==> src/rtl/core/tts_pkg.sv <==
package tts_pkg;

    // field widths
    localparam int RAW_W    = 16;
    localparam int SCALED_W = 15;
    localparam int MAG_W    = 14;
    localparam int BCD_W    = 20;

    // conversion constants: centi-degrees = floor(Scale * raw / 2^16) - Offset
    localparam logic [SCALED_W-1:0] TTS_SCALE  = 15'd17572;
    localparam logic [SCALED_W-1:0] TTS_OFFSET = 15'd4685;

    // fixed display codes
    localparam logic [7:0] SEG_BLANK  = 8'h00;
    localparam logic [2:0] SEG_MINUS  = 3'd4;
    localparam logic [2:0] SEG_PLUS   = 3'd0;
    localparam logic       SEG_DOT    = 1'b1;
    localparam logic [7:0] SEG_LETTER = 8'h9C;
    localparam logic [2:0] SEG_DEGREE = 3'd4;

    // bcd digit to segment byte
    function automatic logic [7:0] seg_code(input logic [3:0] digit);
        logic [7:0] code;
        unique case (digit)
            4'd0:    code = 8'hFC;
            4'd1:    code = 8'h60;
            4'd2:    code = 8'hDB;
            4'd3:    code = 8'hF3;
            4'd4:    code = 8'h67;
            4'd5:    code = 8'hB7;
            4'd6:    code = 8'hBF;
            4'd7:    code = 8'hE0;
            4'd8:    code = 8'hFF;
            4'd9:    code = 8'hF7;
            default: code = SEG_BLANK;
        endcase
        return code;
    endfunction

endpackage

==> src/rtl/core/tts_mul.sv <==
// bit-serial shift-add multiply by the scale constant, keeps the upper half only
module tts_mul (
    input  logic                          i_clk,
    input  logic                          i_rst_n,
    input  logic                          i_load,
    input  logic [tts_pkg::RAW_W-1:0]     i_raw,
    output logic                          o_done,
    output logic [tts_pkg::SCALED_W-1:0]  o_scaled
);

    logic [tts_pkg::SCALED_W-1:0] r_hi;
    logic [tts_pkg::RAW_W-1:0]    r_bits;
    logic [3:0]                   r_cnt;
    logic                         r_run;
    logic                         r_done;
    logic [tts_pkg::SCALED_W:0]   n_sum;

    // partial sum stays below twice the constant
    assign n_sum = {1'b0, r_hi} + (r_bits[0] ? {1'b0, tts_pkg::TTS_SCALE}
                                              : {(tts_pkg::SCALED_W+1){1'b0}});

    always_ff @(posedge i_clk) begin
        if (!i_rst_n) begin
            r_run  <= 1'b0;
            r_done <= 1'b0;
            r_cnt  <= 4'd0;
        end else begin
            r_done <= 1'b0;
            if (i_load) begin
                r_hi   <= '0;
                r_bits <= i_raw;
                r_cnt  <= 4'd0;
                r_run  <= 1'b1;
            end else if (r_run) begin
                r_hi   <= n_sum[tts_pkg::SCALED_W:1];
                r_bits <= r_bits >> 1;
                r_cnt  <= r_cnt + 4'd1;
                if (r_cnt == 4'(tts_pkg::RAW_W - 1)) begin
                    r_run  <= 1'b0;
                    r_done <= 1'b1;
                end
            end
        end
    end

    assign o_done   = r_done;
    assign o_scaled = r_hi;

endmodule

==> src/rtl/core/tts_bcd.sv <==
// serial double dabble, one magnitude bit per cycle
module tts_bcd (
    input  logic                       i_clk,
    input  logic                       i_rst_n,
    input  logic                       i_load,
    input  logic [tts_pkg::MAG_W-1:0]  i_mag,
    output logic                       o_done,
    output logic [tts_pkg::BCD_W-1:0]  o_bcd
);

    localparam int Digits = tts_pkg::BCD_W / 4;

    logic [tts_pkg::MAG_W-1:0] r_bin;
    logic [tts_pkg::BCD_W-1:0] r_bcd;
    logic [3:0]                r_cnt;
    logic                      r_run;
    logic                      r_done;
    logic [tts_pkg::BCD_W-1:0] n_adj;

    // add three to any digit of five or more before the shift
    always_comb begin
        for (int d = 0; d < Digits; d++) begin
            if (r_bcd[d*4 +: 4] >= 4'd5) begin
                n_adj[d*4 +: 4] = r_bcd[d*4 +: 4] + 4'd3;
            end else begin
                n_adj[d*4 +: 4] = r_bcd[d*4 +: 4];
            end
        end
    end

    always_ff @(posedge i_clk) begin
        if (!i_rst_n) begin
            r_run  <= 1'b0;
            r_done <= 1'b0;
            r_cnt  <= 4'd0;
        end else begin
            r_done <= 1'b0;
            if (i_load) begin
                r_bin <= i_mag;
                r_bcd <= '0;
                r_cnt <= 4'd0;
                r_run <= 1'b1;
            end else if (r_run) begin
                r_bcd <= {n_adj[tts_pkg::BCD_W-2:0], r_bin[tts_pkg::MAG_W-1]};
                r_bin <= r_bin << 1;
                r_cnt <= r_cnt + 4'd1;
                if (r_cnt == 4'(tts_pkg::MAG_W - 1)) begin
                    r_run  <= 1'b0;
                    r_done <= 1'b1;
                end
            end
        end
    end

    assign o_done = r_done;
    assign o_bcd  = r_bcd;

endmodule

==> src/rtl/core/temperature_to_segment_display.sv <==
// Converts one raw 16-bit sensor sample into the full segment image of its
// temperature, "-###.# degC". A sample is taken when start is high while busy
// is low; busy then stays high through the bit-serial scale multiply, the
// hand-over to the bcd stage and the serial binary to bcd conversion of the
// magnitude, and the result beat follows the hand-over of the bcd result to
// the output register. A new sample can be taken at the edge that ends the
// result beat. The result appears for exactly one cycle with o_strobe high and
// the receiver cannot stall it; the output ports then hold the last image.
// Leading zero digits are blank, the tenths digit is always shown.
module temperature_to_segment_display (
    input  logic                          i_clk,
    input  logic                          i_rst_n,
    input  logic                          start,
    output logic                          busy,
    input  logic [tts_pkg::RAW_W-1:0]     i_raw_reading,
    output logic                          o_strobe,
    output logic [7:0]                    o_digit_one_segments,
    output logic [7:0]                    o_digit_two_segments,
    output logic [7:0]                    o_digit_three_segments,
    output logic [7:0]                    o_digit_four_segments,
    output logic [2:0]                    o_sign_byte,
    output logic                          o_dot_byte,
    output logic [7:0]                    o_unit_letter_byte,
    output logic [2:0]                    o_degree_byte
);

    typedef enum logic [1:0] {
        S_IDLE,
        S_MUL,
        S_BCD
    } t_state;

    t_state r_state;
    logic   r_neg;
    logic   r_strobe;
    logic [7:0] r_seg1, r_seg2, r_seg3, r_seg4;

    logic                         mul_load;
    logic                         mul_done;
    logic [tts_pkg::SCALED_W-1:0] scaled;
    logic                         below;
    logic [tts_pkg::SCALED_W-1:0] diff;
    logic [tts_pkg::MAG_W-1:0]    mag;
    logic                         bcd_done;
    logic [tts_pkg::BCD_W-1:0]    bcd;
    logic [3:0]                   d4, d3, d2, d1;
    logic [7:0]                   n_seg1, n_seg2, n_seg3, n_seg4;

    // beat accepted only from idle
    assign mul_load = start && (r_state == S_IDLE);

    tts_mul u_mul (
        .i_clk    (i_clk),
        .i_rst_n  (i_rst_n),
        .i_load   (mul_load),
        .i_raw    (i_raw_reading),
        .o_done   (mul_done),
        .o_scaled (scaled)
    );

    // centi-degree magnitude and sign, one compare and subtract
    // the multiplier holds its product until the next load
    assign below = scaled < tts_pkg::TTS_OFFSET;
    assign diff  = below ? (tts_pkg::TTS_OFFSET - scaled) : (scaled - tts_pkg::TTS_OFFSET);
    assign mag   = diff[tts_pkg::MAG_W-1:0];

    tts_bcd u_bcd (
        .i_clk   (i_clk),
        .i_rst_n (i_rst_n),
        .i_load  (mul_done),
        .i_mag   (mag),
        .o_done  (bcd_done),
        .o_bcd   (bcd)
    );

    // the lowest bcd digit is hundredths, dropped to give tenths
    assign d4 = bcd[19:16];
    assign d3 = bcd[15:12];
    assign d2 = bcd[11:8];
    assign d1 = bcd[7:4];

    // leading zero blanking, tenths always shown
    always_comb begin
        n_seg4 = tts_pkg::seg_code(d1);
        n_seg3 = ((d4 | d3 | d2) != 4'd0) ? tts_pkg::seg_code(d2) : tts_pkg::SEG_BLANK;
        n_seg2 = ((d4 | d3) != 4'd0)      ? tts_pkg::seg_code(d3) : tts_pkg::SEG_BLANK;
        n_seg1 = (d4 != 4'd0)             ? tts_pkg::seg_code(d4) : tts_pkg::SEG_BLANK;
    end

    always_ff @(posedge i_clk) begin
        if (!i_rst_n) begin
            r_state  <= S_IDLE;
            r_strobe <= 1'b0;
        end else begin
            r_strobe <= 1'b0;
            unique case (r_state)
                S_IDLE: begin
                    if (start) begin
                        r_state <= S_MUL;
                    end
                end
                S_MUL: begin
                    if (mul_done) begin
                        r_state <= S_BCD;
                    end
                end
                S_BCD: begin
                    if (bcd_done) begin
                        r_neg    <= below;
                        r_seg1   <= n_seg1;
                        r_seg2   <= n_seg2;
                        r_seg3   <= n_seg3;
                        r_seg4   <= n_seg4;
                        r_strobe <= 1'b1;
                        r_state  <= S_IDLE;
                    end
                end
                default: r_state <= S_IDLE;
            endcase
        end
    end

    assign busy                   = (r_state != S_IDLE);
    assign o_strobe               = r_strobe;
    assign o_digit_one_segments   = r_seg1;
    assign o_digit_two_segments   = r_seg2;
    assign o_digit_three_segments = r_seg3;
    assign o_digit_four_segments  = r_seg4;
    assign o_sign_byte            = r_neg ? tts_pkg::SEG_MINUS : tts_pkg::SEG_PLUS;
    // fixed symbols of the image
    assign o_dot_byte             = tts_pkg::SEG_DOT;
    assign o_unit_letter_byte     = tts_pkg::SEG_LETTER;
    assign o_degree_byte          = tts_pkg::SEG_DEGREE;

endmodule

==> config.mk <==
export PLATFORM = sky130hd
export DESIGN_NAME = temperature_to_segment_display
export DESIGN_NICKNAME = d
export VERILOG_FILES = /design/src/rtl/core/tts_pkg.sv /design/src/rtl/core/tts_mul.sv /design/src/rtl/core/tts_bcd.sv /design/src/rtl/core/temperature_to_segment_display.sv
export SDC_FILE = /design/constraint.sdc
export NUM_CORES = 1
export LEC_CHECK = 0
export ABC_AREA = 1
export BUFFER_PORTS_ARGS = -buffer_cell sky130_fd_sc_hd__buf_4
export CORE_UTILIZATION = 48
export DETAILED_ROUTE_END_ITERATION = 16
export PLACE_DENSITY = 0.67
export SETUP_SLACK_MARGIN = 0.15
export SLEW_MARGIN = 20
export SYNTH_ARGS = -nofsm -noshare
export SYNTH_HDL_FRONTEND = slang
export SYNTH_SLANG_ARGS = --single-unit
==> constraint.sdc <==
create_clock -name i_clk -period 10.6 [get_ports i_clk]
set_clock_uncertainty 0.2 [all_clocks]
set_input_delay 2.12 -clock i_clk [delete_from_list [all_inputs] [get_ports i_clk]]
set_output_delay 2.12 -clock i_clk [all_outputs]
set_load 0.1 [all_outputs]
==> results.txt, run 1 <==
The run finished with clean final reports. Across every metal layer, demand over resource in global routing totals 18.1%. From left edge to right edge, the die measures 119 µm.

The logs give 0 ps for the final setup TNS and 0.268 GHz for the maximum clock frequency. The run gives 68 as the I/O pin count. Buffers inserted during clock tree synthesis total 9.

The run gives 0.867 as the global placer's final weighted congestion. TritonCTS built the clock tree. The logs give 0 for the number of antenna-violating nets in the routed design and 13300 µm² for the core outline area. The run gives 0 as the initial antenna violation count. The run gives 0 as the count of warnings emitted by yosys. The tightest min-delay check is of the reg2reg type.

The async set or reset register ratio after synthesis was 0%; the fraction of layout instances using a drive strength above 1 was 11.0%. The most common cell in the synthesized netlist was nand2_1. The worst setup path is captured at a flip-flop. The total power was 939 µW. Summed over all cells, the static leakage comes to 0.00330 µW. The final hold violation count was 0. The row count was 42.

In the synthesized netlist the dominant register cell turns out to be edfxtp_1. Counting flops with a built-in enable in the synthesized netlist gives 94. In the final routed layout, each cell accounts on average for 12.1 µm.

For this run, design rule violations remaining after detail routing come to 0. The routed layout has 5074 vias. The run gives 4736 as the via count of the first global-routing pass.

The critical path is of the in2reg type. The detailed-routing iteration count for the pre-antenna-repair pass was 5. The logs give 20.9 mm for the wire length of the first global-routing pass and 340 ps for the clock latency at the later pin of the worst-skew pair.

Counting distinct cell types in the post-synthesis netlist gives 43. For this run, the share of the core covered by cells in the final layout is 55.2%. The number of setup buffers added after CTS is 0.

Synthesis inferred 109 register bits. After global routing the overflow that remains totals 0. The worst max-slew margin expressed relative to the limit is 45.8%. Fill cells in the final layout number 1194.

The cell area that synthesis handed to floorplanning was 6560 µm². Max-cap violations in this run came to 0. The initial utilization of the core area, before any placement, comes to 49.4%.

The largest fanout of any net on the critical path was 28; the post-synthesis average cell area was 8.37 µm². The run gives 0 as the final number of max-transition violations. Once the clock tree was built, the resizer swapped 0 gates to a different size. By area the synthesized netlist is led by edfxtp_1 (43%), nand2_1 (14%), ha_1 (8.2%). Clock root buffer master: clkbuf_16. The net count of the finished layout is 887.

The area growth from synthesis to layout came out at 11.9%. For the pin with the worst max-slew slack, the measured transition is 812 ps. CTS built an H-tree with a depth of 3.

Port buffering added 53 buffers. STA classifies the critical path startpoint as a primary input. The top-area cell type share of the netlist area works out to 43.0%. Data required time of the worst path: 10490 ps. The post-route clock period utilization came out at 35.2%. For this design the ratio of total power to cell area is 128 nW/µm². Clock tree synthesis found a total of 109 sinks.

For the total die area, the log shows 14100 µm². The cell type contributing the most total cell area after synthesis is edfxtp_1. The commonest cells after synthesis are nand2_1 (246), edfxtp_1 (94), inv_1 (75). The vertical die dimension was 119 µm. Setup violations remaining at the end of the flow were counted as 0. The number of hold buffers added after CTS was 0. The tools report the maximum number of pins on one net before global-route repair as 36. Synthesis handed over a netlist of 784 instances.

Wires add up to 12.2 mm. The worst-case IR drop observed on VDD is 0.0839 mV. The DRC marker count from the first detailed-route iteration is 363. Clock-pin slew was measured on the worst setup and hold paths at 70 ps. The share of the Yosys chip area taken by registers is 47.6%. The run gives 3630 ps as the data arrival at the endpoint of the critical path. The shortest clock period the worst path allows after layout was 3730 ps; the number of buffers on the longest clock path was 2. Ratio of routed vias to standard cells: 5.04.

For the HPWL after detailed placement, the log shows 8.88 mm. 0 antenna diodes ended up in the layout. Setup repair after global routing left no endpoint under its margin.
routing by layer:
metal	vias to the layer above	wire length (µm)	share of wire, %	track usage [%]
li1	2626	-	-	-
met1	2301	5410	44	21.8
met2	117	6060	50	32.2
met3	30	449	3.7	3.26
met4	0	301	2.5	6.49
met5	-	0	0	0
power by group:
part	leakage [µW]	switching, µW	internal (µW)
clock	0.000134	143	183
sequential	0.000986	14.5	476
combinational	0.00218	87.0	35.8
total	0.00330	245	695
cell usage in the layout (no fill, tap or decap), types with 2 or more instances in the layout:
cell / Yosys / layout
nand2_1: 246 / 246
edfxtp_1: 94 / 94
inv_1: 75 / 75
nor2_1: 65 / 65
buf_4: 20 / 56
a21oi_1: 49 / 47
ha_1: 43 / 43
o21ai_0: 37 / 37
nand3_1: 35 / 35
xor2_1: 19 / 19
nor3_1: 16 / 16
dfxtp_1: 15 / 15
conb_1: 2 / 14
clkbuf_16: 0 / 9
inv_2: 6 / 6
o211ai_1: 5 / 5
or2_2: 3 / 3
clkinv_1: 1 / 3
o21ai_1: 3 / 3
o21a_1: 3 / 3
o31ai_1: 3 / 3
nand2_2: 2 / 2
a21oi_2: 1 / 2
nor3b_1: 2 / 2
a211oi_1: 2 / 2
nand4_1: 2 / 2
a31oi_1: 2 / 2
o21bai_1: 2 / 2
clkinvlp_4: 0 / 2
stage by stage:
| stage | setup WS (ps) | cells | hold WS [ps] | cell area [µm²] |
|---|---|---|---|---|
| finish | 6870 | 1006 | 276 | 7340 |
| global route | 6610 | 1006 | 298 | 7340 |
| CTS | 6810 | 1005 | 281 | 7310 |
| detailed placement | 6450 | 989 | 269 | 7020 |
| global placement | 6530 | 989 | 253 | 7020 |
| floorplan | 4880 | 796 | 237 | 6610 |
kinds of logic after synthesis:
family / after synthesis / share of synthesized area, %
AO/OA/AOI/OAI: 109 / 9.09
XOR/XNOR: 20 / 2.67
adder cells (fa/ha/maj): 43 / 8.20
buffers and inverters: 121 / 8.45
flip-flops: 109 / 47.6
other: 2 / 0.114
AND/OR/NAND/NOR: 380 / 23.9
layout make-up:
cell class | count | area, µm² | share of cell area (%)
flip-flops and latches | 109 | 3120 | 42.5
multi-input cells | 566 | 2950 | 40.2
repair buffers | 57 | 448 | 6.10
inverters | 82 | 308 | 4.19
clock buffers | 10 | 229 | 3.12
well taps | 176 | 220 | 3.00
clock inverters | 6 | 61.3 | 0.835
final timing paths:
kind	endpoint	slack (ps)	start	cells after the start
worst min register to register	u_bcd.r_cnt[3]	280	u_bcd.r_cnt[3]	2
worst min-delay path	u_bcd.r_cnt[3]	280	u_bcd.r_cnt[3]	2
worst max-delay path	u_mul.r_bits[4]	6870	start	5
worst max register to register	u_bcd.o_bcd[14]	7910	u_mul.o_done	4
registers in the layout (all words and copies together), names as in the netlist:
name,cells
o_digit_four_segments,7
o_digit_one_segments,7
o_digit_three_segments,7
o_digit_two_segments,7
o_strobe,1
r_neg,1
r_state,2
u_bcd.o_bcd,20
u_bcd.o_done,1
u_bcd.r_bin,14
u_bcd.r_cnt,4
u_bcd.r_run,1
u_mul.o_done,1
u_mul.o_scaled,15
u_mul.r_bits,16
u_mul.r_cnt,4
u_mul.r_run,1
worst max-delay path: stages:
cell	delay, ps
buf_4	110
nand2_1	590
inv_1	560
nand2_1	180
nand2_1	60
Power figures use the tool's default switching activity.
==> run 2, diff against run 1 <==
- clock period: 10.6 -> 3.9 ns (I/O delays scaled with it)
==> run 2 against run 1 <==
Effect of this change: combinational power grew to 2.8 times the previous value; die area is the same; routed wire length grew 5.1%; critical path type is now reg2reg; largest cell class unchanged.
==> results.txt, run 2 (synthesis results as in run 1) <==
The clock passes through at most 2 buffers. At the worst endpoint, the arrival time is 2170 ps. For the worst-skew pair, the clock arrives at the later sink with an insertion delay of 360 ps.

The detailed router finished its first iteration with 381 violations. The maximum clock frequency came out at 0.443 GHz. The most common cell after layout, fill and taps aside was nand2_1. At the pin with the least slew margin, the transition time is 725 ps. Smallest setup slack after layout: 1640 ps.

Setup violations remaining at the end of the flow were counted as 0. The worst hold path class is reg2reg. The logs give 0 for the number of hold-repair buffers added at the cts stage and 0 for the total grt overflow. STA classifies the critical path endpoint as a flip-flop. The logs give 0.00332 µW for the standby leakage power and 2960 µm² for the multi-input combinational cell area. For this run, the slowest stage of the critical path takes 720 ps. The library cells used most frequently in the layout, excluding fill and tap cells, are nand2_1 (246), edfxtp_1 (94), inv_1 (75).

TritonCTS built the clock tree. The critical path goes through inv_1 -> nor2_1 -> nand2_1 -> nor2_1 -> nand2_1 -> nand3_1 -> nand2_1 -> nand2_1 -> nand2_1 -> nand2_1 -> nand2_1. The detailed-routing iteration count for the pre-antenna-repair pass came out at 5. The total length of routed wires was 12.8 mm.

The average wire length per cell after detail routing came out at 12.7 µm. The flow ran to the end, and the final reports show no timing, DRC or antenna violations. The clock edge transition at the registers on the reported setup and hold paths works out to 70 ps. The horizontal extent of the die is 119 µm. The floorplan step set the die height to 119 µm.

The tree is rooted in a clkbuf_16. The congestion estimate from routability-driven global placement came to 0.909. The count of filler cells inserted in the layout is 1197, and the number of flip-flops in the largest register is 20. STA classifies the critical path startpoint as a flip-flop. Setup slack on the worst reg-to-reg path comes out at 1640 ps.

Across the VDD grid, the largest voltage drop is 0.277 mV. For the quantity of gates resized following cts, the log shows 0. For the via count of the first global-routing pass, the log shows 4830. The HPWL after detailed placement was 9.35 mm; the data required time of the worst path was 3810 ps.

The repair_antennas step left the layout with diodes totalling 0. The first global-routing pass estimated 21.8 mm of wire. The row count was 42. The run gives 33 as the maximum number of pins on one net before global-route repair. The area growth from synthesis to layout is 12.0%. In this run the tool buffered the top-level ports with 53 buffer cells. The most used cell along the critical path is nand2_1. The tools report the final number of max-transition violations as 0.

The number of setup buffers added after CTS is 0. The fraction of layout instances using a drive strength above 1 was 11.3%; the largest fanout of any net on the critical path was 15. Subtracting the final worst setup slack from the clock period gives 2260 ps.

Setup repair after global routing left no endpoint under its margin. Final hold analysis gives a worst-case slack of 283 ps. The worst pin sits at a relative slew slack of 51.6%.

On the critical path, the stage with the largest delay is an instance of edfxtp_1. The kind of critical path was reg2reg. The initial utilization of the core area, before any placement, comes to 49.4%. The detailed router placed 5126 vias in this run. The logs give 889 for the final net count and 3 for the number of H-tree levels. The logs give 9 for the CTS buffer count and 0 for the initial antenna violation count.

The core outline area is 13300 µm², and the combined global-route utilization of all metal layers is 19.3%. Across the run, the number of max-cap violations was 0. In the final layout, flip-flops and latches occupy 3120 µm².

The pre-CTS setup slack was 1530 ps; the I/O pin count was 68. The final hold violation count is 0, and the total die area is 14100 µm². In the routed design, unresolved DRC markers number 0. The ratio of total power to cell area was 352 nW/µm²; the ratio of routed vias to standard cells was 5.09. The post-route clock period utilization was 57.9%. The run gives 0 ps as the final setup TNS. The total clock sinks came out at 109. In this run the remaining antenna-violating nets after routing total 0.
## run 2: cell types whose count changed in the layout (fill, tap and decap cells not counted), moves of 2 or more
| cell | before | now |
|---|---|---|
| buf_4 | 56 | 59 |
| clkbuf_8 | 0 | 2 |
| clkinv_1 | 3 | 1 |
| clkinvlp_4 | 2 | 0 |
## run 2: layout make-up
| class | instances | area share (%) |
|---|---|---|
| clock buffers | 14 | 3.88 |
| clock inverters | 2 | 0.187 |
| inverters | 82 | 4.19 |
| multi-input cells | 566 | 40.3 |
| flip-flops and latches | 109 | 42.5 |
| well taps | 176 | 2.99 |
| repair buffers | 59 | 6.02 |
## run 2: through the flow
step           cells  util [%]  area (µm²)  total power, µW
3_5_place_dp     992      53.1        7050             1700
3_3_place_gp     992      53.1        7050             1700
6_report        1008      55.3        7350             2590
4_1_cts         1008      55.3        7350             2610
5_1_grt         1008      55.3        7350             2700
2_1_floorplan    796         -        6610             1630
## run 2: metal layers
layer | vias up | track usage (%) | routed length [µm] | part of all wire (%)
li1 | 2629 | - | - | -
met1 | 2359 | 23.2 | 5820 | 45
met2 | 122 | 33.4 | 6260 | 49
met3 | 16 | 5.03 | 589 | 4.6
met4 | 0 | 6.33 | 170 | 1.3
met5 | - | 0 | 0 | 0
## run 2: critical path: cells and delay by family, from the launching register on
kind / cells / cell delay [ps]
simple gates: 10 / 780
flops: 1 / 720
buf+inv: 1 / 310
## run 2: path summary, 6_finish.rpt
check | from | to | depth (start not counted)
worst max-delay path | u_mul.o_scaled[6] | u_bcd.r_bin[13] | 11
worst min-delay path | u_bcd.r_cnt[3] | u_bcd.r_cnt[3] | 2
worst min register to register | u_bcd.r_cnt[3] | u_bcd.r_cnt[3] | 2
worst max register to register | u_mul.o_scaled[6] | u_bcd.r_bin[13] | 11
## run 2: where the power goes
part / internal [µW] / switching, µW
Clock: 509 / 407
Combinational: 98.2 / 242
Sequential: 1290 / 39.6
Total: 1900 / 688
